==> src/design/mfde_pkg.sv <==
// Shared types, codes and defaults for the monochrome framebuffer draw engine.
`default_nettype none

package mfde_pkg;

  // Default screen geometry
  localparam int SCREEN_WIDTH_DEF  = 128;
  localparam int SCREEN_HEIGHT_DEF = 64;

  // Command codes carried in the cmd field
  typedef enum logic [2:0] {
    CMD_CLEAR = 3'd0,
    CMD_PIXEL = 3'd1,
    CMD_RECT  = 3'd2,
    CMD_LINE  = 3'd3,
    CMD_READ  = 3'd4
  } cmd_t;

  // Work kinds handed to the pixel walker
  typedef enum logic [2:0] {
    WK_NONE,
    WK_CLEAR,
    WK_LINE,
    WK_RECT,
    WK_READ
  } walk_kind_t;

  // Pixel walker states
  typedef enum logic [2:0] {
    WS_IDLE,
    WS_CLEAR,
    WS_LINE,
    WS_RECT,
    WS_READ
  } walk_state_t;

  // Top level sequencer states
  typedef enum logic [1:0] {
    TS_INIT,
    TS_IDLE,
    TS_RUN,
    TS_DONE
  } top_state_t;

  // One command item
  typedef struct packed {
    logic [2:0] cmd;
    logic [7:0] xa;
    logic [7:0] ya;
    logic [7:0] xb;
    logic [7:0] yb;
    logic       color;
  } cmd_item_t;

  // One result item
  typedef struct packed {
    logic [7:0] read_data;
    logic       is_read;
  } res_item_t;

  // Start request from the sequencer to the walker
  typedef struct packed {
    logic       start;
    walk_kind_t kind;
    logic [7:0] xa;
    logic [7:0] ya;
    logic [7:0] xb;
    logic [7:0] yb;
    logic       color;
  } walk_req_t;

  // One on-screen pixel access from the walker to the read-modify-write unit
  typedef struct packed {
    logic       valid;
    logic       wr;        // 0: read only
    logic [7:0] x;
    logic [7:0] y;
    logic       mask_all;  // whole byte, used by clear
    logic       color;
  } pix_t;

  // Read response from the read-modify-write unit
  typedef struct packed {
    logic       rd_valid;
    logic [7:0] data;
  } rmw_resp_t;

endpackage

`default_nettype wire

==> src/design/mfde_walk.sv <==
// Pixel walker: turns a command into a stream of on-screen pixel accesses, one per cycle.
`default_nettype none

module mfde_walk #(
  parameter int SCREEN_WIDTH  = mfde_pkg::SCREEN_WIDTH_DEF,
  parameter int SCREEN_HEIGHT = mfde_pkg::SCREEN_HEIGHT_DEF
) (
  input  wire logic              clk,
  input  wire logic              rst,
  input  wire mfde_pkg::walk_req_t req,
  output logic                   busy,
  output mfde_pkg::pix_t         pix
);

  localparam int PAGES = (SCREEN_HEIGHT + 7) / 8;
  localparam logic [8:0] W9 = 9'(SCREEN_WIDTH);
  localparam logic [8:0] H9 = 9'(SCREEN_HEIGHT);
  localparam logic [7:0] CLR_LAST_X = 8'(SCREEN_WIDTH - 1);
  localparam logic [7:0] CLR_LAST_Y = 8'((PAGES - 1) * 8);

  mfde_pkg::walk_state_t state, state_next;

  logic [7:0]        cur_x, cur_x_next;
  logic [7:0]        cur_y, cur_y_next;
  logic [7:0]        end_x, end_x_next;     // line end, or last rectangle column
  logic [7:0]        end_y, end_y_next;     // line end, or last rectangle row
  logic [7:0]        first_y, first_y_next;
  logic [7:0]        adx, adx_next;
  logic [7:0]        ady, ady_next;
  logic              sx_neg, sx_neg_next;
  logic              sy_neg, sy_neg_next;
  logic signed [10:0] err, err_next;
  logic              color, color_next;

  // Clip test on the current point
  logic on_screen;
  assign on_screen = ({1'b0, cur_x} < W9) && ({1'b0, cur_y} < H9);

  // Bresenham step decisions
  logic signed [11:0] e2;
  logic signed [11:0] adx_s;
  logic signed [11:0] ady_s;
  logic               step_x;
  logic               step_y;
  logic signed [10:0] err_step;
  assign e2     = {err, 1'b0};
  assign adx_s  = $signed({4'b0000, adx});
  assign ady_s  = $signed({4'b0000, ady});
  assign step_x = e2 > -ady_s;
  assign step_y = e2 < adx_s;
  assign err_step = err
                  - (step_x ? $signed({3'b000, ady}) : 11'sd0)
                  + (step_y ? $signed({3'b000, adx}) : 11'sd0);

  // Line setup from the request
  logic [7:0]         adx_init;
  logic [7:0]         ady_init;
  logic signed [10:0] err_init;
  assign adx_init = (req.xb >= req.xa) ? (req.xb - req.xa) : (req.xa - req.xb);
  assign ady_init = (req.yb >= req.ya) ? (req.yb - req.ya) : (req.ya - req.yb);
  assign err_init = $signed({3'b000, adx_init}) - $signed({3'b000, ady_init});

  // Rectangle setup: wrapped end, clipped to the screen
  logic [7:0] rx_end;
  logic [7:0] ry_end;
  logic [8:0] rx_clip;
  logic [8:0] ry_clip;
  logic [8:0] rx_last;
  logic [8:0] ry_last;
  logic       rect_ok;
  assign rx_end  = req.xa + req.xb;
  assign ry_end  = req.ya + req.yb;
  assign rx_clip = ({1'b0, rx_end} < W9) ? {1'b0, rx_end} : W9;
  assign ry_clip = ({1'b0, ry_end} < H9) ? {1'b0, ry_end} : H9;
  assign rx_last = rx_clip - 9'd1;
  assign ry_last = ry_clip - 9'd1;
  assign rect_ok = (rx_clip > {1'b0, req.xa}) && (ry_clip > {1'b0, req.ya});

  assign busy = (state != mfde_pkg::WS_IDLE);

  // Next state, walk registers and pixel output
  always_comb begin
    state_next   = state;
    cur_x_next   = cur_x;
    cur_y_next   = cur_y;
    end_x_next   = end_x;
    end_y_next   = end_y;
    first_y_next = first_y;
    adx_next     = adx;
    ady_next     = ady;
    sx_neg_next  = sx_neg;
    sy_neg_next  = sy_neg;
    err_next     = err;
    color_next   = color;
    pix          = '0;
    pix.x        = cur_x;
    pix.y        = cur_y;
    pix.color    = color;

    case (state)
      mfde_pkg::WS_IDLE: begin
        if (req.start) begin
          color_next = req.color;
          case (req.kind)
            mfde_pkg::WK_CLEAR: begin
              cur_x_next = '0;
              cur_y_next = '0;
              state_next = mfde_pkg::WS_CLEAR;
            end
            mfde_pkg::WK_LINE: begin
              cur_x_next  = req.xa;
              cur_y_next  = req.ya;
              end_x_next  = req.xb;
              end_y_next  = req.yb;
              adx_next    = adx_init;
              ady_next    = ady_init;
              sx_neg_next = req.xb < req.xa;
              sy_neg_next = req.yb < req.ya;
              err_next    = err_init;
              state_next  = mfde_pkg::WS_LINE;
            end
            mfde_pkg::WK_RECT: begin
              if (rect_ok) begin
                cur_x_next   = req.xa;
                cur_y_next   = req.ya;
                first_y_next = req.ya;
                end_x_next   = rx_last[7:0];
                end_y_next   = ry_last[7:0];
                state_next   = mfde_pkg::WS_RECT;
              end
            end
            mfde_pkg::WK_READ: begin
              cur_x_next = req.xa;
              cur_y_next = req.ya;
              state_next = mfde_pkg::WS_READ;
            end
            default: begin
            end
          endcase
        end
      end

      // Whole-byte zero writes, column by column within each page
      mfde_pkg::WS_CLEAR: begin
        pix.valid    = 1'b1;
        pix.wr       = 1'b1;
        pix.mask_all = 1'b1;
        pix.color    = 1'b0;
        if (cur_x == CLR_LAST_X) begin
          cur_x_next = '0;
          if (cur_y == CLR_LAST_Y) begin
            state_next = mfde_pkg::WS_IDLE;
          end else begin
            cur_y_next = cur_y + 8'd8;
          end
        end else begin
          cur_x_next = cur_x + 8'd1;
        end
      end

      // One point per cycle, clipped, until the end point is plotted
      mfde_pkg::WS_LINE: begin
        pix.valid = on_screen;
        pix.wr    = 1'b1;
        if (cur_x == end_x && cur_y == end_y) begin
          state_next = mfde_pkg::WS_IDLE;
        end else begin
          err_next = err_step;
          if (step_x) begin
            cur_x_next = cur_x + (sx_neg ? 8'hFF : 8'h01);
          end
          if (step_y) begin
            cur_y_next = cur_y + (sy_neg ? 8'hFF : 8'h01);
          end
        end
      end

      // Column-major sweep of the clipped rectangle
      mfde_pkg::WS_RECT: begin
        pix.valid = on_screen;
        pix.wr    = 1'b1;
        if (cur_y == end_y) begin
          cur_y_next = first_y;
          if (cur_x == end_x) begin
            state_next = mfde_pkg::WS_IDLE;
          end else begin
            cur_x_next = cur_x + 8'd1;
          end
        end else begin
          cur_y_next = cur_y + 8'd1;
        end
      end

      // Single read access; offscreen reads issue nothing
      mfde_pkg::WS_READ: begin
        pix.valid  = on_screen;
        pix.wr     = 1'b0;
        state_next = mfde_pkg::WS_IDLE;
      end

      default: begin
        state_next = mfde_pkg::WS_IDLE;
      end
    endcase
  end

  // Control registers; reset starts the power-up clearing sweep
  always_ff @(posedge clk) begin
    if (rst) begin
      state <= mfde_pkg::WS_CLEAR;
      cur_x <= '0;
      cur_y <= '0;
    end else begin
      state <= state_next;
      cur_x <= cur_x_next;
      cur_y <= cur_y_next;
    end
  end

  // Walk parameters
  always_ff @(posedge clk) begin
    end_x   <= end_x_next;
    end_y   <= end_y_next;
    first_y <= first_y_next;
    adx     <= adx_next;
    ady     <= ady_next;
    sx_neg  <= sx_neg_next;
    sy_neg  <= sy_neg_next;
    err     <= err_next;
    color   <= color_next;
  end

endmodule

`default_nettype wire

==> config.mk <==
export PLATFORM = sky130hd
export DESIGN_NAME = mfde_walk
export DESIGN_NICKNAME = d
export VERILOG_FILES = /design/src/design/mfde_pkg.sv /design/src/design/mfde_walk.sv
export SDC_FILE = /design/constraint.sdc
export NUM_CORES = 1
export LEC_CHECK = 0
export ABC_AREA = 1
export BUFFER_PORTS_ARGS = -buffer_cell sky130_fd_sc_hd__buf_2
export CORE_MARGIN = 3
export CORE_UTILIZATION = 60
export DETAILED_ROUTE_END_ITERATION = 12
export PLACE_DENSITY = 0.79
export SLEW_MARGIN = 20
export SYNTH_ARGS = -nofsm -noshare
export SYNTH_HDL_FRONTEND = slang
export SYNTH_SLANG_ARGS = --single-unit
==> constraint.sdc <==
create_clock -name clk -period 10.6 [get_ports clk]
set_clock_uncertainty 0.1 [all_clocks]
set_input_delay 0.53 -clock clk [delete_from_list [all_inputs] [get_ports clk]]
set_output_delay 0.53 -clock clk [all_outputs]
set_load 0.05 [all_outputs]
[After elaboration in Yosys (flattened, before gate mapping)]
Index checks and enable logic that the tools add are counted.
Storage, ports and cells
  bits in registers: 73
  input port bits: 39
  output and inout port bits: 21
  word-level logic and storage cells: 132
Operators by class
  $add $sub $neg: 17
  magnitude comparators: 12
  eq/ne operators: 28
  mux-type cells: 45
  reductions and logical operators: 18
Operators by type and width (number)
  $mux W8: 24
  $pmux W8 S4: 2
  $pmux W8 S3: 2
  $mux W11: 3
  $add A8 B8 Y8: 4
  $pmux W8 S2: 2
  $sub A8 B8 Y8: 4
  $ne A2 B2 Y1 const B: 12
  $pmux W3 S4: 2
  $reduce_and A8 Y1: 3
  $pmux W11 S2: 1
  $mux W3: 7
  $add A8 B1 Y8 const B: 2
  $eq A8 B8 Y1: 2
  $ge A8 B8 Y1: 2
  $gt A8 B8 Y1: 2
  $lt A8 B7 Y1 const B: 2
  $lt A8 B8 Y1: 2
  $lt A8 B8 Y1 const B: 2
  $sub A8 B1 Y8 const B: 2
  $eq A3 B2 Y1 const B: 4
  $gt A12 B12 Y1: 1
  $lt A12 B9 Y1: 1
  $neg A8 Y12: 1
  other kinds (23): 31

[Depth between registers and ports, before layout]
Gate-level depths: netlist of the first run.
  word-level depth: 9
  gate-level depth with buffers: 31
  depth with buffers taken out: 31

[Worst setup path before layout of the first run]
OpenSTA, ideal clock, no wires.
  path type: flip-flop to flip-flop
  start point: register ady[0]
  end point: register err[10] (data pin)
  setup time: 0.258 ns
  arrival time: 4.226 ns
  data required time: 10.242 ns
  path slack: 6.015 ns
  cell stages (with the launch flop): 30
  buffers on the path: 0
  clock period less this slack: 4.585 ns
  path through: edfxtp_1 > inv_1 > ha_1 > nand2_1 > nor3_1 > xor2_1 > ha_1 > nand2_1 > o21ai_0 > nand2_1 > a31o_2 > o311ai_2 > nor2_1 > fa_1 > inv_1 > fa_1 > nand2_1 > a21oi_1 > o21ai_0 > nand2_1 > nand2_1 > nand2_1 > nand3_1 > a21boi_0 > nor2_1 > nor2_1 > o21ai_0 > inv_1 > o21ai_0 > nand2_1
On the way
  cells in the longest elaborated chain, start to end: 7
Ends and longest elaborated chain
  start: declaration: RTL line mfde_walk.sv:29  | logic [7:0] ady, ady_next;
  start signal: assignment: RTL line mfde_walk.sv:226  | ady <= ady_next;
  $neg A8 Y12: RTL line mfde_walk.sv:49  | assign step_x = e2 > -ady_s;
  $gt A12 B12 Y1: RTL line mfde_walk.sv:49
  $mux W8 (*): RTL line mfde_walk.sv:52  | - (step_x ? $signed({3'b000, ady}) : 11'sd0)
  $sub A11 B9 Y11 (*): RTL line mfde_walk.sv:52
  $add A11 B9 Y11 (*): RTL line mfde_walk.sv:53  | + (step_y ? $signed({3'b000, adx}) : 11'sd0);
  $mux W11 (*): RTL line mfde_walk.sv:165  | if (cur_x == end_x && cur_y == end_y) begin
  $pmux W11 S2 (*): RTL line mfde_walk.sv:100  | case (state)
  named net err_next[10]: RTL line mfde_walk.sv:32  | logic signed [10:0] err, err_next;
  end signal: assignment: RTL line mfde_walk.sv:229  | err <= err_next;
  end: declaration: RTL line mfde_walk.sv:32
The timed path passes the listed nets; every way through them passes the cells marked *. The select of a mux whose other input is x is not followed.
A chain may end at the register's enable or synchronous reset.

[Final worst setup path of the first run]
Same ends and word-level chain as after synthesis.

==> flow_metrics.tcl, run 1 <==
set metrics [dict create \
    core_area_mm2 0.01356 \
    htreeDepth 3 \
    regArea_mm2 0.002002 \
    postCtsSetupRepairBufs 0 \
    firstDrtPassIters 6 \
    dpl_cell_area_mm2 0.008962 \
    portBuffers 59 \
    nFillCells 1204 \
    synth.area.top_cells "edfxtp_1, ha_1, nand2_1, inv_1, nor2_1" \
    synth-edff-count 54 \
    worst_slack_ns 5.320 \
    initial_core_util_pct 62.78 \
    synth_area_per_cell_um2 7.213 \
    setup_viol 0 \
    die_h_um 125.1 \
    post-route-cell-area_mm2 0.009284 \
    max-slew-margin-rel_pct 35.68 \
    synth_ff_type "edfxtp_1" \
    ios 60 \
    hold_viol 0 \
    ir_drop_mv 0.08118 \
    maxCapViolations 0 \
    root_buffer "clkbuf_16" \
    worstPathArrival_ns 5.27 \
    row_count 42 \
    path_class "flip-flop to flip-flop" \
    cts_sinks 73 \
    period_minus_slack_ns 5.280 \
    multi_input_area_mm2 0.005683 \
    grt_pass1_wl_um 36420 \
    crit_required_ns 10.59 \
    async_flop_share_pct 0 \
    synth_fp_nets 1350 \
    yosys.area.top_type "edfxtp_1" \
    seq_area_frac_synth_pct 23.52 \
    drt_iter0_markers 759 \
    dp_hpwl_um 18060 \
    outcome "complete, no violations" \
    synth_commonest_cells "nand2_1, inv_1, nor2_1" \
    min-delay-path-class "primary input to flip-flop" \
    tightest_slew_ns 0.9612 \
    clk_pin_slew_ns 0.07 \
    power_density_mw_per_mm2 105.7 \
    finalMaxSlewViolations 0 \
    wl_per_cell_um 15.91 \
    syn_area_mm2 0.008512 \
    synth-seq-cells 73 \
    cp_max_fo 9 \
    p_leak_nw 4.736 \
    grt_pass1_vias 7351 \
    cts_buffer_depth 2 \
    hold_slack_ns 0.2712 \
    drc 0 \
    antenna_found_initial 0 \
    gp_congestion 0.9972 \
    drive_gt1_share_pct 10.90 \
    crit_path_end_kind "flip-flop" \
    cts_buffers 9 \
    rrSetupSlack_ns 5.32 \
    diodes 0 \
    grt_max_degree 28 \
    synth_most_common_cell "nand2_1" \
    synth_cell_types 62 \
    insertion_delay_ns 0.34 \
    synth_top_cell_area_share_pct 19.05 \
    netlist_instances 1180 \
    synth_warnings 0 \
    routed_wl_um 22510 \
    tns_ns 0 \
    fp.dieArea_mm2 0.01565 \
    grt_overflow 0 \
    period_share_pct 49.81 \
    die_w_um 125.1 \
    fmax_mhz 189.4 \
    post_cts_resize_count 0 \
    vias_per_cell 5.662 \
    worstSetupStartpointType "flip-flop" \
    nets 1404 \
    pre_cts_ws_ns 5.410 \
    ant_nets 0 \
    cts_tree "built" \
    area_growth_syn_to_layout_pct 9.069 \
    track_usage_pct 28.27 \
    via_count 8012 \
    grt_setup_unrepaired "false" \
    postCtsHoldBufs 0 \
]
==> registers in the layout, indices dropped and copies added (netlist names), 3 cells and up <==
name     cells
err         11
adx          8
ady          8
cur_x        8
cur_y        8
end_x        8
end_y        8
first_y      8
state        3
==> cells in the final DEF (no fill, tap or decap), drive strengths merged, types with 6 or more instances in the layout <==
master  netlist  final
a31oi        10     10
fa           17     17
xor2         44     44
inv         195    195
xnor2         7      7
a21oi        76     76
buf           9     63
edfxtp       54     54
nor2        143    143
dfxtp        19     19
clkbuf       11     10
nor3         23     23
a22oi         6      6
o21ai        67     67
nand2       245    245
nand4        18     18
ha          114    114
nand3        53     53
or2          16     16
==> cell families (layout without fill, tap and decap cells) <==
kind of cell               after synthesis  after routing  share of synthesized area (%)
AOI/OAI and AO/OA                      196            196                          13.38
xor gates and xnor gates                51             51                          5.336
adders and majority gates              131            131                          20.76
buffers and inverters                  215            274                          9.746
DFF                                     73             73                          23.52
muxes                                    6              6                         0.7203
other                                    1              1                        0.04406
and+or+nand+nor                        507            507                          26.50
==> report_power, final <==
part / internal, mW / leakage (nW) / switching, mW
registers: 0.321 / 0.638 / 0.00235
clock network: 0.207 / 0.149 / 0.125
logic: 0.115 / 3.95 / 0.211
total: 0.644 / 4.74 / 0.338
==> final timing paths <==
path / from / endpoint / cells past startpoint
max: ady[0]$_DFFE_PP_ / err[10]$_DFFE_PP_ / 26
min: req[0] / color$_DFFE_PP_ / 1
max reg2reg: ady[0]$_DFFE_PP_ / err[10]$_DFFE_PP_ / 26
min reg2reg: state[0]$_SDFFE_PP1P_ / state[0]$_SDFFE_PP1P_ / 2
==> per-stage QoR <==
stage | total power, mW | std cells | util, %
after global placement | 0.6405 | 1399 | 66.10
final | 0.9817 | 1415 | 68.48
after detailed placement | 0.6494 | 1399 | 66.10
after floorplan | 0.5663 | 1180 | -
after CTS | 0.9805 | 1415 | 68.48
after global routing | 1.039 | 1415 | 68.48
==> routing by layer <==
layer  global-route usage (%)  vias up  wire length (um)
met4                    7.653        0               438
li1                         -     3995                 -
met2                    45.56      325             10030
met3                    2.473       38              1690
met1                    41.05     3654             10350
met5                        0        -                 0
==> area by class of cell <==
cell class,count,share of cell area [%]
well taps,176,2.372
clock inverters,6,0.9973
multi-input cells,892,61.21
repair buffers,63,3.504
clock buffers,10,2.466
flip-flops and latches,73,21.56
inverters,195,7.884
==> worst max-delay path, cell delays in order, from the launching register on <==
cell and delay, ns:
edfxtp_1 0.38, inv_1 0.11, ha_1 0.19, nand2_1 0.09, nor3_1 0.29, xor2_1 0.12, ha_1 0.31, nand4_1 0.13
o311ai_2 0.66, nor2_1 0.14, fa_1 0.54, inv_1 0.07, fa_1 0.43, nand2_1 0.10, a21oi_1 0.08, o21ai_0 0.24
nand2_1 0.09, nand2_1 0.06, nand2_1 0.09, nand3_1 0.12, a21boi_0 0.12, nor2_1 0.10, nor2_1 0.05, o21ai_0 0.13
inv_1 0.05, o21ai_0 0.16, nand2_1 0.08
(Power assumes the default switching activity.)
==> run 2: changes to the inputs <==
Clock period 10.6 ns to 5.52 ns, I/O delays scaled along.
==> run 2 against run 1 <==
  * Hold slack lost 0.26 ns
  * Die area stayed put
  * Register-to-register slack got worse by 4.8 ns
  * Non-clock buffer count unchanged
==> flow_metrics.tcl, run 2 (synthesis results as in run 1) <==
set metrics [dict create \
    ios 60 \
    hold_viol 0 \
    slowest_stage "fa_1" \
    firstDrtPassIters 6 \
    setup_viol 0 \
    core_area_mm2 0.01356 \
    final_cell_mix "nand2_1, inv_1, nor2_1" \
    diodes 0 \
    gp_congestion 0.9910 \
    track_usage_pct 28.06 \
    nets 1404 \
    htreeDepth 3 \
    cts_buffer_depth 2 \
    routed_wl_um 22560 \
    worst-path-buf-inv 3 \
    nFillCells 1208 \
    antenna_found_initial 0 \
    portBuffers 59 \
    period_share_pct 90.41 \
    cp_max_fo 9 \
    area_growth_syn_to_layout_pct 9.217 \
    ir_drop_mv 0.1608 \
    drc 0 \
    vias_per_cell 5.667 \
    period_minus_slack_ns 4.991 \
    top_register "err" \
    drive_gt1_share_pct 10.98 \
    r2r_start "ady[1]$_DFFE_PP_" \
    ff2ff_path_depth 30 \
    maxCapViolations 0 \
    crit_required_ns 5.51 \
    crit_path_end_kind "flip-flop" \
    hold_depth 1 \
    clk_pin_slew_ns 0.06 \
    power_density_mw_per_mm2 203.0 \
    tns_ns 0 \
    path_class "flip-flop to flip-flop" \
    cts_buffers 9 \
    ant_nets 0 \
    final_common_cell "nand2_1" \
    tightest_slew_ns 1.012 \
    cts_sinks 73 \
    grt_overflow 0 \
    row_count 42 \
    crit_top_cell "nand2_1" \
    slowest_delay_ns 0.51 \
    power_mw 1.887 \
    die_h_um 125.1 \
    fp.dieArea_mm2 0.01565 \
    worstPathArrival_ns 4.98 \
    outcome "complete, no violations" \
    root_buffer "clkbuf_16" \
    fmax_mhz 200.4 \
    cts_tree "built" \
    max-slew-margin-rel_pct 32.26 \
    worstSetupStartpointType "flip-flop" \
    die_w_um 125.1 \
    grt_pass1_wl_um 36160 \
    dp_hpwl_um 18140 \
    via_count 8019 \
    min-delay-path-class "primary input to flip-flop" \
    largest_reg_flops 11 \
    wl_per_cell_um 15.94 \
    p_leak_nw 4.760 \
    insertion_delay_ns 0.34 \
    worst-path-stages 30 \
    finalMaxSlewViolations 0 \
    initial_core_util_pct 62.78 \
    grt_pass1_vias 7215 \
    hold_start "req[0]" \
    grt_max_degree 27 \
    grt_setup_unrepaired "false" \
    crit_path_start "ady[1]$_DFFE_PP_" \
    drt_iter0_markers 791 \
    cp_top_family "simple AND/OR/NAND/NOR gates" \
]
[run 2: through the flow]
step	hold WS, ns	setup WS, ns	util (%)	instance area (um^2)	instances
6_report	0.01498	0.5292	68.57	9296	1415
5_1_grt	0.01680	0.09044	68.57	9296	1415
4_1_cts	0.009875	0.2997	68.46	9281	1415
3_5_place_dp	0.3612	0.3126	66.10	8962	1399
3_3_place_gp	0.3602	0.4936	66.10	8962	1399
2_1_floorplan	0.2749	0.9355	-	8512	1180
[run 2: final timing paths]
check | end | slack [ns]
worst max-delay path | err[10]$_DFFE_PP_ | 0.53
worst min-delay path | color$_DFFE_PP_ | 0.01
worst max register to register | err[10]$_DFFE_PP_ | 0.53
worst min register to register | state[0]$_SDFFE_PP1P_ | 0.47
[run 2: area by class of cell]
cell class | instances | area, um^2 | share of cell area, %
repair buffers | 63 | 325.3 | 3.499
flip-flops and latches | 73 | 2002 | 21.53
well taps | 176 | 220.2 | 2.369
clock inverters | 6 | 90.09 | 0.9690
multi-input cells | 892 | 5698 | 61.29
inverters | 195 | 732.0 | 7.873
clock buffers | 10 | 229.0 | 2.463
[run 2: what timing repair did]
item	in CTS	in global routing
hold buffers	0	0
setup buffers	0	0
resized for setup	0	3
endpoints found under the setup margin	0	2
hold endpoints to repair	0	0
[run 2: power breakdown]
part           internal (mW)  switching [mW]  leakage (nW)
Sequential             0.617         0.00475         0.638
Combinational          0.221           0.406          3.97
Clock                  0.398           0.240         0.153
Total                   1.24           0.651          4.76
[run 2: worst register-to-register path, delay by kind of cell (launching register included)]
kind                       cells  cell delay, ns
AOI/OAI and AO/OA              7            1.05
and+or+nand+nor               16            1.70
DFF                            1            0.42
adders and majority gates      4            1.27
buffers and inverters          3            0.22
[run 2: metal layers]
metal  wire [um]  part of all wire (%)  track usage [%]
met3        1896                   8.4            3.667
met4         252                   1.1            5.421
met5           0                     0                0
met1       10340                    46            41.97
met2       10070                    45            43.91
==> run 3: changes to the inputs <==
Clock period 5.52 ns to 5.6 ns, I/O delays scaled along.
==> run 3 against run 2 <==
  * Cell area barely moved
  * Utilization fell by 0.065 points
  * Sequential share of layout area barely moved
  * Clock power fell by 6.1%
  * Critical path depth fell by 2
  * Sequential power fell by 1%
  * Non-clock buffer count did not move
  * First-iteration DRC count rose by 11%
  * Power fell by 2.5%
==> flow_metrics.tcl, run 3 (synthesis results as in run 1) <==
set metrics [dict create \
    fmax_mhz 198.0 \
    grt_pass1_vias 7519 \
    gp_congestion 0.9760 \
    grt_max_degree 28 \
    cts_sinks 73 \
    tightest_slew_ns 1.010 \
    area_growth_syn_to_layout_pct 9.114 \
    core_area_mm2 0.01356 \
    use_met3_pct 5.458 \
    row_count 42 \
    ant_nets 0 \
    tns_ns 0 \
    die_h_um 125.1 \
    crit_top_cell "nand2_1" \
    max-slew-margin-rel_pct 32.44 \
    rrSetupSlack_ns 0.55 \
    stdcell_count 1415 \
    crit_path_end_kind "flip-flop" \
    dpl_cell_area_mm2 0.008962 \
    ir_drop_mv 0.1775 \
    place_inst 1399 \
    htreeDepth 3 \
    portBuffers 59 \
    cts_buffer_depth 2 \
    grt_pass1_wl_um 37450 \
    via_count 8085 \
    cts_buffers 9 \
    path_class "flip-flop to flip-flop" \
    post-route-cell-area_mm2 0.009288 \
    initial_core_util_pct 62.78 \
    track_usage_pct 29.13 \
    hold_viol 0 \
    dp_hpwl_um 18220 \
    ff2ff_path_depth 28 \
    insertion_delay_ns 0.34 \
    largest_reg_flops 11 \
    grt_overflow 0 \
    r2r_start "ady[1]$_DFFE_PP_" \
    grt_use_met1_pct 40.92 \
    grt_setup_unrepaired "false" \
    clk_pin_slew_ns 0.06 \
    outcome "complete, no violations" \
    cts_tree "built" \
    cp_max_fo 9 \
    finalMaxSlewViolations 0 \
    die_w_um 125.1 \
    grt-busiest-layer "met2" \
    top_register "err" \
    nets 1404 \
    worstSetupStartpointType "flip-flop" \
    slowest_stage "fa_1" \
    routed_wl_um 22870 \
    crit_required_ns 5.59 \
    fp.dieArea_mm2 0.01565 \
    final_cell_mix "nand2_1, inv_1, nor2_1" \
    ios 60 \
    postCtsHoldBufs 0 \
    reg2reg_to "err[10]$_DFFE_PP_" \
    hold_end "color$_DFFE_PP_" \
    setup_viol 0 \
    nFillCells 1207 \
    p_leak_nw 4.764 \
    period_share_pct 90.18 \
    diodes 0 \
    hold_start "req[0]" \
    period_minus_slack_ns 5.050 \
    power_mw 1.841 \
    drive_gt1_share_pct 10.98 \
    drc 0 \
    firstDrtPassIters 5 \
    hold_depth 1 \
    wl_per_cell_um 16.16 \
    maxCapViolations 0 \
    drt_iter0_markers 876 \
    worstPathArrival_ns 5.04 \
    use_met2_pct 45.43 \
    power_density_mw_per_mm2 198.2 \
    antenna_found_initial 0 \
    root_buffer "clkbuf_16" \
    slowest_delay_ns 0.51 \
    vias_per_cell 5.714 \
    min-delay-path-class "primary input to flip-flop" \
    final_common_cell "nand2_1" \
]
## run 3: cell count changes in the layout (fill, tap and decap cells not counted)
cell        delta
bufinv_16      -2
clkinvlp_4     -1
o21ai_1        -1
o21ai_0        +1
clkinv_4       -1
inv_4          +2
clkbuf_16      +2
clkbuf_8       +1
inv_6          -1
## run 3: worst max-delay path by stage
stage / from / to / slack (ns) / cells past startpoint
after CTS: ady[0]$_DFFE_PP_ / err[10]$_DFFE_PP_ / 0.42 / 26
after global placement: ady[0]$_DFFE_PP_ / err[10]$_DFFE_PP_ / 0.62 / 26
after floorplan: ady[0]$_DFFE_PP_ / err[10]$_DFFE_PP_ / 1.02 / 29
after global routing: ady[0]$_DFFE_PP_ / err[10]$_DFFE_PP_ / 0.06 / 30
after detailed placement: ady[0]$_DFFE_PP_ / err[10]$_DFFE_PP_ / 0.46 / 26
final: ady[1]$_DFFE_PP_ / err[10]$_DFFE_PP_ / 0.55 / 28
## run 3: area by class of cell
class	count	area, um^2	share of cell area (%)
Tap cell	176	220.2	2.371
Multi-Input combinational cell	892	5698	61.35
Timing Repair Buffer	63	325.3	3.503
Inverter	195	732.0	7.881
Clock buffer	13	292.8	3.152
Sequential cell	73	2002	21.55
Clock inverter	3	17.52	0.1886
## run 3: repair_timing
item / in CTS / in global routing
buffers inserted: 0 / 0
endpoints found under the setup margin: 0 / 1
resized for setup: 0 / 2
## run 3: layer usage
metal | vias to the layer above | wire, um
li1 | 3999 | -
met1 | 3697 | 10070
met2 | 347 | 10140
met3 | 42 | 2150
met4 | 0 | 505
met5 | - | 0
## run 3: power breakdown
part	total, mW	internal, mW	switching, mW	leakage, nW
registers	0.613	0.608	0.00470	0.638
logic	0.629	0.220	0.409	3.97
clock network	0.599	0.366	0.232	0.157
total	1.84	1.19	0.646	4.76
## run 3: stage by stage
stage	utilization, %	setup WS (ns)	hold slack (ns)
finish	68.50	0.5500	0.01910
global placement	66.10	0.6200	0.3642
floorplan	-	1.015	0.2789
CTS	68.39	0.4177	0.02171
detailed placement	66.10	0.4578	0.3669
global route	68.50	0.05606	0.01400
## run 3: worst max-delay path, delay by kind of cell (launching register included)
kind	cells	cell delay, ns
buf+inv	2	0.12
compound gates	7	1.05
flops	1	0.41
fa+ha+maj	3	1.28
simple gates	15	1.76
xor+xnor	1	0.08
